$ cat config.mk
export PLATFORM = sky130hd
export DESIGN_NAME = timed_cover_motor_controller
export DESIGN_NICKNAME = d
export VERILOG_FILES = /design/src/hw/rtl/tcmc_pkg.sv /design/src/hw/rtl/timed_cover_motor_controller.sv /design/src/hw/rtl/tcmc_div.sv
export SDC_FILE = /design/constraint.sdc
export NUM_CORES = 2
export LEC_CHECK = 0
export BUFFER_PORTS_ARGS = -buffer_cell sky130_fd_sc_hd__buf_2
export CORE_ASPECT_RATIO = 0.6
export CORE_MARGIN = 2
export CORE_UTILIZATION = 50
export CTS_CLUSTER_DIAMETER = 50
export DETAILED_ROUTE_END_ITERATION = 8
export PLACE_DENSITY = 0.72
export SYNTH_ARGS = -nofsm -noshare
export SYNTH_HDL_FRONTEND = slang
export SYNTH_HIERARCHICAL = 1
export SYNTH_SLANG_ARGS = --single-unit
$ cat constraint.sdc
create_clock -name clk -period 19.6 [get_ports clk]
set_input_delay 0.98 -clock clk [delete_from_list [all_inputs] [get_ports clk]]
set_output_delay 0.98 -clock clk [all_outputs]
set_load 0.1 [all_outputs]
$ cat src/hw/rtl/tcmc_pkg.sv
// tcmc_pkg: shared types, constants and codes for the timed cover motor controller
// no dependencies

package tcmc_pkg;

    localparam int COVER_COUNT_DEF = 4;
    localparam int TIME_BITS_DEF   = 24;
    localparam int TRAVEL_W        = 25;
    localparam int LEARN_W         = 24;
    localparam int PCT_W           = 7;
    localparam int ADDR_W          = 4;

    localparam logic [15:0] SECURE_RST = 16'd1000;
    localparam logic [23:0] OVERRUN_RST = 24'd60000;
    localparam logic [15:0] PERIOD_RST = 16'd250;
    localparam logic [23:0] FULL_RST = 24'd30000;

    localparam logic [ADDR_W-1:0] REG_SECURE  = 4'd0;
    localparam logic [ADDR_W-1:0] REG_OVERRUN = 4'd4;
    localparam logic [ADDR_W-1:0] REG_PERIOD  = 4'd8;

    typedef enum logic [2:0] {
        FN_TICK = 3'd0, FN_MOVE = 3'd1, FN_STOP = 3'd2, FN_CAL_START = 3'd3,
        FN_CAL_END = 3'd4, FN_BACKUP = 3'd5, FN_RESTORE = 3'd6, FN_NOP = 3'd7
    } func_t;

    typedef enum logic [2:0] {
        ST_CLOSED = 3'd0, ST_OPEN = 3'd1, ST_STOPPED = 3'd2,
        ST_OPENING = 3'd3, ST_CLOSING = 3'd4
    } cstat_t;

    typedef enum logic [4:0] {
        S_STOPPED, S_STOPPING, S_DELAY_START, S_START, S_UP, S_OVER_UP, S_DOWN,
        S_OVER_DOWN, S_CAL_DELAY_UP, S_CAL_DELAY_DOWN, S_CAL_UP, S_CAL_DOWN,
        S_CAL_OPENING, S_CAL_CLOSING, S_CAL_END, S_BK_DELAY, S_BK, S_BK_UP, S_BK_DOWN
    } step_t;

    typedef enum logic [3:0] {
        Q_IDLE, Q_LOAD, Q_DIV_E, Q_DIVW_E, Q_EXEC, Q_DIV_P1, Q_DIVW_P1, Q_POST,
        Q_DIV_P2, Q_DIVW_P2, Q_FINAL, Q_OUT, Q_DIV_D, Q_DIVW_D
    } seq_t;

    typedef struct packed {
        logic start;
        logic busy;
    } div_ctl_t;

endpackage

$ cat src/hw/rtl/timed_cover_motor_controller.sv
// timed_cover_motor_controller: top level, per-cover state, sequencer, apb registers
// depends on tcmc_pkg and tcmc_div
//
// channel | direction | handshake      | payload
// in      | in        | in_valid/stall | cover_index func target_percent calibrate_up
// out     | out       | out_valid/stall| out_cover up_drive down_drive percent_open ...
// cfg     | in        | apb            | secure_delay_ms overrun_ms report_period_ms
//
// each transaction makes three passes of the shared bit-serial divider: one for the
// period check and two for the position percent before and after the update; a tick
// while closing adds a fourth pass for descent scaling; a cover index past the count
// skips the divider; output stalls hold the result in the output register, and the
// sequencer returns to idle between transactions
// reset returns every cover to stopped with learned times of 30000 ms
// the input stalls while a transaction is in work or its result waits in the
// output register

module timed_cover_motor_controller
    import tcmc_pkg::*;
#(
    parameter int COVER_COUNT = COVER_COUNT_DEF,
    parameter int TIME_BITS   = TIME_BITS_DEF
) (
    input  logic                  clk,
    input  logic                  rst_n,
    input  logic                  in_valid,
    output logic                  in_stall,
    input  logic [1:0]            cover_index,
    input  logic [2:0]            func,
    input  logic [PCT_W-1:0]      target_percent,
    input  logic                  calibrate_up,
    output logic                  out_valid,
    input  logic                  out_stall,
    output logic [1:0]            out_cover,
    output logic                  up_drive,
    output logic                  down_drive,
    output logic [PCT_W-1:0]      percent_open,
    output logic [2:0]            cover_status,
    output logic                  report_event,
    output logic                  save_request,
    input  logic                  psel,
    input  logic                  penable,
    input  logic                  pwrite,
    input  logic [tcmc_pkg::ADDR_W-1:0] paddr,
    input  logic [31:0]           pwdata,
    output logic [31:0]           prdata,
    output logic                  pready
);
    localparam int CI_W  = (COVER_COUNT > 1) ? $clog2(COVER_COUNT) : 1;
    localparam int NUM_W = 56;
    localparam logic [TIME_BITS-1:0] EL_MAX = '1;
    localparam logic [TRAVEL_W-1:0] TR_MAX = '1;

    // configuration registers
    logic [15:0] secure_reg;
    logic [23:0] overrun_reg;
    logic [15:0] period_reg;
    logic        wr_en;

    assign pready = 1'b1;
    assign wr_en  = psel && penable && pwrite;

    always_ff @(posedge clk or negedge rst_n)
    begin
        if (!rst_n)
        begin
            secure_reg  <= SECURE_RST;
            overrun_reg <= OVERRUN_RST;
            period_reg  <= PERIOD_RST;
        end
        else if (wr_en)
        begin
            case (paddr)
                REG_SECURE:  secure_reg  <= pwdata[15:0];
                REG_OVERRUN: overrun_reg <= pwdata[23:0];
                REG_PERIOD:  period_reg  <= pwdata[15:0];
                default: ;
            endcase
        end
    end

    always_comb
    begin
        case (paddr)
            REG_SECURE:  prdata = {16'd0, secure_reg};
            REG_OVERRUN: prdata = {8'd0, overrun_reg};
            REG_PERIOD:  prdata = {16'd0, period_reg};
            default:     prdata = '0;
        endcase
    end

    // per-cover state
    step_t                step_q   [COVER_COUNT];
    logic [TRAVEL_W-1:0]  travel_q [COVER_COUNT];
    logic [TRAVEL_W-1:0]  origin_q [COVER_COUNT];
    logic [TIME_BITS-1:0] elap_q   [COVER_COUNT];
    logic [PCT_W-1:0]     goal_q   [COVER_COUNT];
    logic [LEARN_W-1:0]   fup_q    [COVER_COUNT];
    logic [LEARN_W-1:0]   fdn_q    [COVER_COUNT];
    logic [PCT_W-1:0]     saved_q  [COVER_COUNT];
    logic [1:0]           drv_q    [COVER_COUNT];

    // working copy of the addressed cover
    seq_t                 seq_reg, seq_next;
    logic [CI_W-1:0]      ci_reg;
    logic [1:0]           cov_reg;
    func_t                fn_reg;
    logic [PCT_W-1:0]     tgt_reg;
    logic                 cup_reg;
    logic                 skip_reg;
    step_t                st_reg, st_w;
    logic [TRAVEL_W-1:0]  tr_reg, tr_w;
    logic [TRAVEL_W-1:0]  or_reg, or_w;
    logic [TIME_BITS-1:0] el_reg, el_w;
    logic [PCT_W-1:0]     gl_reg, gl_w;
    logic [LEARN_W-1:0]   fu_reg, fu_w;
    logic [LEARN_W-1:0]   fd_reg, fd_w;
    logic [PCT_W-1:0]     sv_reg, sv_w;
    logic [1:0]           dr_reg, dr_w;
    logic                 ev_reg, ev_w;
    cstat_t               rst_reg, rst_w;
    logic                 save_reg, save_w;
    logic [PCT_W-1:0]     pct_reg;
    logic                 wb_en;

    // divider
    logic             dv_start;
    logic [NUM_W-1:0] dv_num, dv_quot;
    logic [LEARN_W-1:0] dv_den;
    logic             dv_busy;
    div_ctl_t         dctl;

    assign dctl.start = dv_start;
    assign dctl.busy  = dv_busy;

    tcmc_div #(.NUM_W(NUM_W), .DEN_W(LEARN_W)) u_div (
        .clk   (clk),
        .rst_n (rst_n),
        .start (dv_start),
        .num   (dv_num),
        .den   (dv_den),
        .busy  (dv_busy),
        .quot  (dv_quot)
    );

    // periodic check: e mod period, done by repeated subtraction over cycles is too slow,
    // so reuse the divider result (quotient times period compared with e)
    logic [NUM_W-1:0] per_q_reg;
    logic [15:0]      per_eff;
    assign per_eff = (period_reg == 16'd0) ? 16'd1 : period_reg;

    // percent from travel, clamp cases handled outside the divider
    function automatic logic pct_trivial(input logic [TRAVEL_W-1:0] t,
                                         input logic [LEARN_W-1:0] f);
        pct_trivial = (t == '0) || (t >= {1'b0, f});
    endfunction

    function automatic logic [PCT_W-1:0] pct_trivial_val(input logic [TRAVEL_W-1:0] t);
        pct_trivial_val = (t == '0) ? PCT_W'(0) : PCT_W'(100);
    endfunction

    logic [PCT_W-1:0] p_cur;
    logic [PCT_W-1:0] p_reg;

    // sequencer states
    always_ff @(posedge clk or negedge rst_n)
    begin
        if (!rst_n)
        begin
            seq_reg <= Q_IDLE;
        end
        else
        begin
            seq_reg <= seq_next;
        end
    end

    assign in_stall  = (seq_reg != Q_IDLE);
    assign out_valid = (seq_reg == Q_OUT);

    logic accept;
    assign accept = in_valid && !in_stall;

    // div period result check for periodic reporting
    logic [TIME_BITS+15:0] per_prod;
    logic                  is_periodic;
    assign per_prod    = per_q_reg[TIME_BITS-1:0] * per_eff;
    assign is_periodic = (per_prod == {16'd0, el_reg});

    always_comb
    begin
        seq_next = seq_reg;
        dv_start = 1'b0;
        dv_num   = '0;
        dv_den   = fu_reg;
        st_w = st_reg; tr_w = tr_reg; or_w = or_reg; el_w = el_reg; gl_w = gl_reg;
        fu_w = fu_reg; fd_w = fd_reg; sv_w = sv_reg; dr_w = dr_reg;
        ev_w = ev_reg; rst_w = rst_reg; save_w = save_reg;
        wb_en = 1'b0;
        p_cur = pct_trivial(tr_reg, fu_reg) ? pct_trivial_val(tr_reg)
              : PCT_W'(dv_quot);
        case (seq_reg)
            Q_IDLE:
            begin
                if (accept)
                begin
                    seq_next = Q_LOAD;
                end
            end
            Q_LOAD:
            begin
                if (skip_reg)
                begin
                    seq_next = Q_OUT;
                end
                else
                begin
                    // tick pre-work: bump elapsed, then go to the period division
                    if (fn_reg == FN_TICK)
                    begin
                        if (el_reg != EL_MAX)
                        begin
                            el_w = el_reg + 1'b1;
                        end
                    end
                    seq_next = Q_DIV_E;
                end
            end
            Q_DIV_E:
            begin
                // e / period for the periodic report check
                dv_start = 1'b1;
                dv_num   = NUM_W'(el_reg);
                dv_den   = {8'd0, per_eff};
                seq_next = Q_DIVW_E;
            end
            Q_DIVW_E:
            begin
                if (!dv_busy)
                begin
                    if (fn_reg == FN_TICK && (st_reg == S_DOWN || st_reg == S_BK_DOWN))
                    begin
                        seq_next = Q_DIV_D;
                    end
                    else
                    begin
                        seq_next = Q_DIV_P1;
                    end
                end
            end
            Q_DIV_D:
            begin
                // descent scaling: e * full_up / full_down
                dv_start = 1'b1;
                dv_num   = NUM_W'(el_reg) * NUM_W'(fu_reg);
                dv_den   = fd_reg;
                seq_next = Q_DIVW_D;
            end
            Q_DIVW_D:
            begin
                if (!dv_busy)
                begin
                    seq_next = Q_DIV_P1;
                end
            end
            Q_DIV_P1:
            begin
                // descent or ascent travel update before the position division
                if (fn_reg == FN_TICK && (st_reg == S_DOWN || st_reg == S_BK_DOWN))
                begin
                    if (fd_reg == '0)
                    begin
                        tr_w = '0;
                    end
                    else if (dv_quot < NUM_W'(or_reg))
                    begin
                        tr_w = or_reg - TRAVEL_W'(dv_quot);
                    end
                    else
                    begin
                        tr_w = '0;
                    end
                end
                else if (fn_reg == FN_TICK && (st_reg == S_UP || st_reg == S_BK_UP))
                begin
                    if ({1'b0, or_reg} + (TRAVEL_W+1)'(el_reg) > {1'b0, TR_MAX})
                    begin
                        tr_w = TR_MAX;
                    end
                    else
                    begin
                        tr_w = TRAVEL_W'({1'b0, or_reg} + (TRAVEL_W+1)'(el_reg));
                    end
                end
                seq_next = Q_DIVW_P1;
            end
            Q_DIVW_P1:
            begin
                // percent of the (possibly updated) travel
                dv_start = 1'b1;
                dv_num   = NUM_W'(tr_reg) * NUM_W'(100);
                dv_den   = fu_reg;
                seq_next = Q_EXEC;
            end
            Q_EXEC:
            begin
                if (!dv_busy)
                begin
                    seq_next = Q_POST;
                    case (fn_reg)
                        FN_TICK:
                        begin
                            case (st_reg)
                                S_DELAY_START, S_CAL_DELAY_UP, S_CAL_DELAY_DOWN, S_BK_DELAY:
                                begin
                                    dr_w = 2'b00;
                                    el_w = '0;
                                    st_w = (st_reg == S_DELAY_START) ? S_START
                                         : (st_reg == S_CAL_DELAY_UP) ? S_CAL_UP
                                         : (st_reg == S_CAL_DELAY_DOWN) ? S_CAL_DOWN : S_BK;
                                end
                                S_START, S_BK:
                                begin
                                    if ({8'd0, el_reg} > 32'(secure_reg))
                                    begin
                                        if (gl_reg == 7'd100 || gl_reg > p_cur)
                                        begin
                                            dr_w = 2'b01; el_w = '0; or_w = tr_reg;
                                            st_w = (st_reg == S_START) ? S_UP : S_BK_UP;
                                            ev_w = 1'b1; rst_w = ST_OPENING;
                                        end
                                        else if (gl_reg == 7'd0 || gl_reg < p_cur)
                                        begin
                                            dr_w = 2'b10; el_w = '0; or_w = tr_reg;
                                            st_w = (st_reg == S_START) ? S_DOWN : S_BK_DOWN;
                                            ev_w = 1'b1; rst_w = ST_CLOSING;
                                        end
                                        else
                                        begin
                                            st_w = S_STOPPING;
                                        end
                                    end
                                end
                                S_UP, S_BK_UP:
                                begin
                                    if (p_cur >= gl_reg)
                                    begin
                                        if (gl_reg >= 7'd100)
                                        begin
                                            tr_w = {1'b0, fu_reg}; el_w = '0;
                                            st_w = S_OVER_UP; ev_w = 1'b1; rst_w = ST_OPEN;
                                        end
                                        else
                                        begin
                                            dr_w = dr_reg & 2'b10;
                                            if (st_reg == S_BK_UP)
                                            begin
                                                st_w = S_DELAY_START; gl_w = sv_reg;
                                            end
                                            else
                                            begin
                                                st_w = S_STOPPED;
                                            end
                                            ev_w = 1'b1; rst_w = ST_STOPPED;
                                        end
                                    end
                                    else if (is_periodic)
                                    begin
                                        ev_w = 1'b1; rst_w = ST_OPENING;
                                    end
                                end
                                S_DOWN, S_BK_DOWN:
                                begin
                                    if (p_cur <= gl_reg)
                                    begin
                                        if (p_cur == '0)
                                        begin
                                            tr_w = '0; el_w = '0;
                                            st_w = S_OVER_DOWN; ev_w = 1'b1; rst_w = ST_CLOSED;
                                        end
                                        else
                                        begin
                                            dr_w = dr_reg & 2'b01;
                                            if (st_reg == S_BK_DOWN)
                                            begin
                                                st_w = S_DELAY_START; gl_w = sv_reg;
                                            end
                                            else
                                            begin
                                                st_w = S_STOPPED;
                                            end
                                            ev_w = 1'b1; rst_w = ST_STOPPED;
                                        end
                                    end
                                    else if (is_periodic)
                                    begin
                                        ev_w = 1'b1; rst_w = ST_CLOSING;
                                    end
                                end
                                S_OVER_UP, S_OVER_DOWN:
                                begin
                                    if ({8'd0, el_reg} >= 32'(overrun_reg))
                                    begin
                                        dr_w = 2'b00; st_w = S_STOPPED;
                                    end
                                end
                                S_CAL_UP, S_CAL_DOWN:
                                begin
                                    if (gl_reg == ((st_reg == S_CAL_UP) ? 7'd100 : 7'd0)
                                        && {8'd0, el_reg} > 32'(secure_reg))
                                    begin
                                        dr_w = (st_reg == S_CAL_UP) ? 2'b01 : 2'b10;
                                        el_w = '0;
                                        or_w = (st_reg == S_CAL_UP) ? TRAVEL_W'(0)
                                                                     : TRAVEL_W'(100);
                                        gl_w = 7'd50;
                                        st_w = (st_reg == S_CAL_UP) ? S_CAL_OPENING
                                                                     : S_CAL_CLOSING;
                                        ev_w = 1'b1;
                                        rst_w = (st_reg == S_CAL_UP) ? ST_OPENING : ST_CLOSING;
                                    end
                                end
                                S_CAL_OPENING:
                                begin
                                    fu_w = ({8'd0, el_reg} > 32'hFF_FFFF) ? '1
                                         : LEARN_W'(el_reg);
                                end
                                S_CAL_CLOSING:
                                begin
                                    fd_w = ({8'd0, el_reg} > 32'hFF_FFFF) ? '1
                                         : LEARN_W'(el_reg);
                                end
                                S_CAL_END, S_STOPPING:
                                begin
                                    dr_w = 2'b00;
                                    save_w = (st_reg == S_CAL_END);
                                    st_w = S_STOPPED;
                                    ev_w = 1'b1; rst_w = ST_STOPPED;
                                end
                                default: ;
                            endcase
                        end
                        FN_MOVE:
                        begin
                            gl_w = (tgt_reg > 7'd100) ? 7'd100 : tgt_reg;
                            st_w = S_DELAY_START;
                        end
                        FN_STOP:
                        begin
                            st_w = S_STOPPING;
                        end
                        FN_CAL_START:
                        begin
                            st_w = cup_reg ? S_CAL_DELAY_UP : S_CAL_DELAY_DOWN;
                            gl_w = cup_reg ? 7'd100 : 7'd0;
                        end
                        FN_CAL_END:
                        begin
                            if (st_reg == S_CAL_OPENING || st_reg == S_CAL_CLOSING)
                            begin
                                st_w = S_CAL_END;
                            end
                        end
                        FN_BACKUP:
                        begin
                            sv_w = p_cur;
                            save_w = 1'b1;
                            gl_w = (p_cur <= 7'd50) ? p_cur + 7'd5 : p_cur - 7'd5;
                            st_w = S_BK_DELAY;
                        end
                        FN_RESTORE:
                        begin
                            if (p_cur != sv_reg)
                            begin
                                gl_w = sv_reg; st_w = S_DELAY_START;
                            end
                        end
                        default: ;
                    endcase
                end
            end
            Q_POST:
            begin
                // final percent after the update
                dv_start = 1'b1;
                dv_num   = NUM_W'(tr_reg) * NUM_W'(100);
                dv_den   = fu_reg;
                seq_next = Q_DIV_P2;
            end
            Q_DIV_P2:
            begin
                seq_next = Q_DIVW_P2;
            end
            Q_DIVW_P2:
            begin
                if (!dv_busy)
                begin
                    seq_next = Q_FINAL;
                end
            end
            Q_FINAL:
            begin
                wb_en    = 1'b1;
                seq_next = Q_OUT;
            end
            Q_OUT:
            begin
                if (!out_stall)
                begin
                    seq_next = Q_IDLE;
                end
            end
            default:
            begin
                seq_next = Q_IDLE;
            end
        endcase
    end

    // derived status of the cover after the transaction
    cstat_t dstate;
    always_comb
    begin
        case (st_reg)
            S_STOPPED, S_STOPPING, S_CAL_END, S_OVER_UP, S_OVER_DOWN:
                dstate = (p_reg == '0) ? ST_CLOSED
                       : (p_reg == 7'd100) ? ST_OPEN : ST_STOPPED;
            S_DELAY_START, S_START:
                dstate = (p_reg < gl_reg) ? ST_OPENING : ST_CLOSING;
            S_UP, S_CAL_DELAY_UP, S_CAL_UP:
                dstate = ST_OPENING;
            S_DOWN, S_CAL_DELAY_DOWN, S_CAL_DOWN:
                dstate = ST_CLOSING;
            default:
                dstate = ST_STOPPED;
        endcase
    end

    // working registers
    always_ff @(posedge clk)
    begin
        if (accept)
        begin
            cov_reg  <= cover_index;
            ci_reg   <= CI_W'(cover_index);
            fn_reg   <= func_t'(func);
            tgt_reg  <= target_percent;
            cup_reg  <= calibrate_up;
            skip_reg <= (32'(cover_index) >= 32'(COVER_COUNT));
            ev_reg   <= 1'b0;
            rst_reg  <= ST_STOPPED;
            save_reg <= 1'b0;
        end
        else if (seq_reg == Q_LOAD && !skip_reg)
        begin
            st_reg <= step_q[ci_reg];
            tr_reg <= travel_q[ci_reg];
            or_reg <= origin_q[ci_reg];
            // a tick advances elapsed time by one, saturating
            el_reg <= (fn_reg == FN_TICK && elap_q[ci_reg] != EL_MAX)
                    ? elap_q[ci_reg] + 1'b1 : elap_q[ci_reg];
            gl_reg <= goal_q[ci_reg];
            fu_reg <= fup_q[ci_reg];
            fd_reg <= fdn_q[ci_reg];
            sv_reg <= saved_q[ci_reg];
            dr_reg <= drv_q[ci_reg];
        end
        else
        begin
            st_reg <= st_w; tr_reg <= tr_w; or_reg <= or_w; gl_reg <= gl_w;
            fu_reg <= fu_w; fd_reg <= fd_w; sv_reg <= sv_w; dr_reg <= dr_w;
            ev_reg <= ev_w; rst_reg <= rst_w; save_reg <= save_w;
            el_reg <= el_w;
        end
        if (seq_reg == Q_DIVW_E && !dv_busy)
        begin
            per_q_reg <= dv_quot;
        end
        if (seq_reg == Q_FINAL)
        begin
            p_reg <= pct_trivial(tr_reg, fu_reg) ? pct_trivial_val(tr_reg)
                   : PCT_W'(dv_quot);
        end
        if (seq_reg == Q_LOAD && skip_reg)
        begin
            p_reg <= '0;
        end
    end

    // per-cover storage write back
    always_ff @(posedge clk or negedge rst_n)
    begin
        if (!rst_n)
        begin
            for (int i = 0; i < COVER_COUNT; i++)
            begin
                step_q[i]   <= S_STOPPED;
                travel_q[i] <= '0;
                origin_q[i] <= '0;
                elap_q[i]   <= '0;
                goal_q[i]   <= '0;
                fup_q[i]    <= FULL_RST;
                fdn_q[i]    <= FULL_RST;
                saved_q[i]  <= '0;
                drv_q[i]    <= '0;
            end
        end
        else if (wb_en)
        begin
            step_q[ci_reg]   <= st_reg;
            travel_q[ci_reg] <= tr_reg;
            origin_q[ci_reg] <= or_reg;
            elap_q[ci_reg]   <= el_reg;
            goal_q[ci_reg]   <= gl_reg;
            fup_q[ci_reg]    <= fu_reg;
            fdn_q[ci_reg]    <= fd_reg;
            saved_q[ci_reg]  <= sv_reg;
            drv_q[ci_reg]    <= dr_reg;
        end
    end

    assign pct_reg = p_reg;

    // result register fields
    assign out_cover    = cov_reg;
    assign up_drive     = skip_reg ? 1'b0 : dr_reg[0];
    assign down_drive   = skip_reg ? 1'b0 : dr_reg[1];
    assign percent_open = skip_reg ? '0 : pct_reg;
    assign cover_status = skip_reg ? 3'd0 : (ev_reg ? 3'(rst_reg) : 3'(dstate));
    assign report_event = skip_reg ? 1'b0 : ev_reg;
    assign save_request = skip_reg ? 1'b0 : save_reg;

    logic unused_ok;
    assign unused_ok = ^{dctl, per_q_reg[NUM_W-1:TIME_BITS]};
endmodule

$ cat src/hw/rtl/tcmc_div.sv
// tcmc_div: shared restoring divider, one quotient bit per cycle
// depends on tcmc_pkg

module tcmc_div #(
    parameter int NUM_W = 56,
    parameter int DEN_W = 24
) (
    input  logic             clk,
    input  logic             rst_n,
    input  logic             start,
    input  logic [NUM_W-1:0] num,
    input  logic [DEN_W-1:0] den,
    output logic             busy,
    output logic [NUM_W-1:0] quot
);
    import tcmc_pkg::*;

    localparam int CNT_W = $clog2(NUM_W + 1);

    logic [NUM_W-1:0] q_reg, q_next;
    logic [DEN_W:0]   r_reg, r_next;
    logic [DEN_W-1:0] d_reg, d_next;
    logic [CNT_W-1:0] cnt_reg, cnt_next;
    logic [DEN_W+1:0] trial;

    always_ff @(posedge clk or negedge rst_n)
    begin
        if (!rst_n)
        begin
            cnt_reg <= '0;
        end
        else
        begin
            cnt_reg <= cnt_next;
        end
    end

    always_ff @(posedge clk)
    begin
        q_reg <= q_next;
        r_reg <= r_next;
        d_reg <= d_next;
    end

    always_comb
    begin
        q_next   = q_reg;
        r_next   = r_reg;
        d_next   = d_reg;
        cnt_next = cnt_reg;
        trial    = {r_reg, q_reg[NUM_W-1]} - {2'b00, d_reg};
        if (start)
        begin
            q_next   = num;
            r_next   = '0;
            d_next   = den;
            cnt_next = CNT_W'(NUM_W);
        end
        else if (cnt_reg != '0)
        begin
            cnt_next = cnt_reg - 1'b1;
            if (!trial[DEN_W+1])
            begin
                r_next = trial[DEN_W:0];
                q_next = {q_reg[NUM_W-2:0], 1'b1};
            end
            else
            begin
                r_next = {r_reg[DEN_W-1:0], q_reg[NUM_W-1]};
                q_next = {q_reg[NUM_W-2:0], 1'b0};
            end
        end
    end

    assign busy = (cnt_reg != '0);
    assign quot = q_reg;
endmodule
==> flow_metrics.py <==
metrics = {
    "detailed_routing": {
        "vias": 62800,
        "routed_via_density": 6.10,
        "wl_per_cell_um": 25.0,
        "final_antenna_net_count": 0,
        "drc": 0,
        "first_iter_violations": 7554,
        "drt_pass1_iterations": 6,
        "wl_mm": 257,
    },
    "yosys": {
        "netlist_instances": 8171,
        "synth.distinct_cells": 103,
        "syn_avg_cell_area_um2": 10.0,
        "yosysSeqAreaShare_pct": 30.1,
        "ys.flop_type": "dfrtp_1",
        "yosys_warnings": 6,
        "synth_area_um2": 82100,
        "yosys-top-cells-area": "fa_1, dfrtp_1, edfxtp_1",
        "async_reset_ff_share_pct": 68.2,
        "synth_edf_count": 267,
        "yosysTopAreaCell": "fa_1",
        "yosysTopAreaCellShare_pct": 19.8,
        "ys_ff_latch": 935,
    },
    "global_route": {
        "antenna_found_initial": 16,
        "grt_pass1_vias": 62900,
        "use_met3_pct": 11.4,
        "overflow": 0,
        "grtUsageMet1_pct": 47.4,
        "track_usage_pct": 30.8,
        "grt_max_degree": 170,
        "grt_pass1_wl_mm": 393,
        "use_met2_pct": 41.0,
        "grt-busiest-layer": "met1",
    },
    "clocking": {
        "clkLatencyLatePin_ps": 740,
        "cts_setup_buffers": 0,
        "clockBufferDepth": 3,
        "clkTransAtPathRegs_ps": 70,
        "cts_tree": "done",
        "cts_htree_levels": 3,
        "ctsResizeCount": 0,
        "root_buffer": "clkbuf_16",
        "cts_hold_buf": 0,
        "cts_buffers": 96,
        "clock_sinks": 935,
    },
    "timing": {
        "finalSetupViolCount": 0,
        "tns_ps": 0,
        "max_freq_mhz": 107,
        "skew_ps": 72.2,
        "hold_viol": 0,
        "worst_pin_slew_ps": 1390,
        "period_needed_ps": 9380,
        "rsz0062_at_grt": "false",
        "fin_crit_sh_pct": 47.9,
        "drv_slew": 0,
        "setup_slack_ps": 10220,
        "max_slew_margin_pct": 6.78,
    },
    "worst_setup_path": {
        "cp_max_fo": 27,
        "cp-end-kind": "flip-flop",
        "cp_slowest_cell": "edfxtp_1",
        "critPathMaxStageDelay_ps": 720,
        "crit_top_cell": "fa_1",
        "path_class": "flip-flop to flip-flop",
        "critPathLaunchType": "flip-flop",
        "critPathRequiredTime_ps": 20080,
        "critPathArrivalTime_ps": 9860,
    },
    "floorplan": {
        "coreArea_um2": 163000,
        "start_util_pct": 50.2,
        "die_w_um": 527,
        "fp.dieArea_um2": 168000,
        "fp.dieH_um": 318,
        "boundaryPins": 107,
        "placementRows": 115,
    },
    "placement": {
        "place_congestion": 0.985,
        "hpwl_mm": 187,
        "pre_cts_ws_ps": 10440,
        "io_buffers": 89,
    },
    "layout": {
        "final_cell_mix": "nand2_1, inv_1, fa_1",
        "reg_top3": "origin_q (100), travel_q (100)",
        "fin_nets": 9469,
        "final_layout_size_suffix_gt1_share_pct": 13.2,
        "fillers": 14000,
        "final_common_cell": "nand2_1",
        "area_delta_synth_final_pct": 7.28,
    },
    "flow_run": {
        "drv_cap": 0,
    },
    "worst_hold_path": {
        "hp-class": "input pin to asynchronous set/reset pin",
    },
    "status": {
        "status": "finished, final reports clean",
    },
}
[metrics by stage]
stage,utilization [%],std cells,hold slack [ps],cell area [um2]
after global routing,53.9,10300,310,88100
after detailed placement,51.8,10100,464,84700
after CTS,53.9,10300,285,88100
after global placement,51.8,10100,450,84700
after floorplan,-,8186,438,82200
final,53.9,10300,278,88100
[final cells by class]
class | instances | area (um2) | area share [%]
Multi-Input combinational cell | 5691 | 51600 | 58.6
Antenna cell | 6 | 15.0 | 0.0170
Inverter | 1085 | 4070 | 4.62
Tap cell | 2164 | 2710 | 3.07
Timing Repair Buffer | 233 | 1590 | 1.80
Sequential cell | 935 | 24700 | 28.0
Clock inverter | 62 | 802 | 0.911
Clock buffer | 120 | 2570 | 2.92
[cell families after synthesis]
logic type	count (synthesis)	synth area share, %
adders and majority gates	1371	28.3
buffers and inverters	1560	7.28
muxes	569	9.77
xor gates and xnor gates	193	2.06
DFF	935	30.1
other	2	0.00915
and+or+nand+nor	2272	12.8
AOI/OAI and AO/OA	1269	9.71
[path summary, 6_finish.rpt]
path	startpoint	to	slack (ps)	cells after the start
min in group clk	target_percent[0]	tgt_reg[0]	420	1
worst max register to register	el_reg[14]	u_div/quot[46]	10220	28
worst min-delay path	rst_n	period_reg[9]	280	1
worst min register to register	rst_reg[2]	rst_reg[2]	470	2
worst max-delay path	el_reg[14]	u_div/quot[46]	10220	28
max in group asynchronous	rst_n	fdn_q[47]	15860	4
[synthesized netlist by cell type, types with 22 or more instances]
| cell | n |
|---|---|
| o21a_1 | 24 |
| mux2i_1 | 24 |
| clkbuf_1 | 409 |
| xnor2_1 | 107 |
| nand4_1 | 39 |
| inv_1 | 1084 |
| a21o_1 | 96 |
| nor3_1 | 58 |
| a211oi_1 | 37 |
| nor4_1 | 33 |
| and3_1 | 24 |
| nand3_1 | 73 |
| and2_1 | 362 |
| dfstp_2 | 75 |
| nor2b_1 | 60 |
| a21oi_1 | 229 |
| o21bai_1 | 22 |
| ha_1 | 559 |
| mux4_2 | 133 |
| mux2_2 | 401 |
| or3_1 | 26 |
| o21ai_0 | 491 |
| dfrtp_1 | 563 |
| a22oi_1 | 55 |
| a31oi_1 | 28 |
| buf_1 | 33 |
| edfxtp_1 | 267 |
| o211ai_1 | 36 |
| fa_1 | 812 |
| dfxtp_1 | 30 |
| nand2_1 | 1240 |
| nand2b_1 | 69 |
| xor2_1 | 86 |
| nor2_1 | 234 |
| o31ai_1 | 41 |
[metal layers]
metal | up-vias | share of wire [%]
li1 | 26800 | -
met2 | 3683 | 39
met5 | - | 0.015
met1 | 31900 | 44
met3 | 377 | 15
met4 | 6 | 2.2
[worst max-delay path: cells and delay by family, from the launching register on]
family / cells / cell delay, ps
mux: 1 / 280
compound gates: 8 / 2580
xor+xnor: 1 / 160
buf+inv: 6 / 930
flops: 1 / 720
simple gates: 4 / 540
fa+ha+maj: 8 / 3920
Power is left out: the tool's default activity adds up to more than one toggle a clock period on the data nets, which glitch-free logic cannot reach.
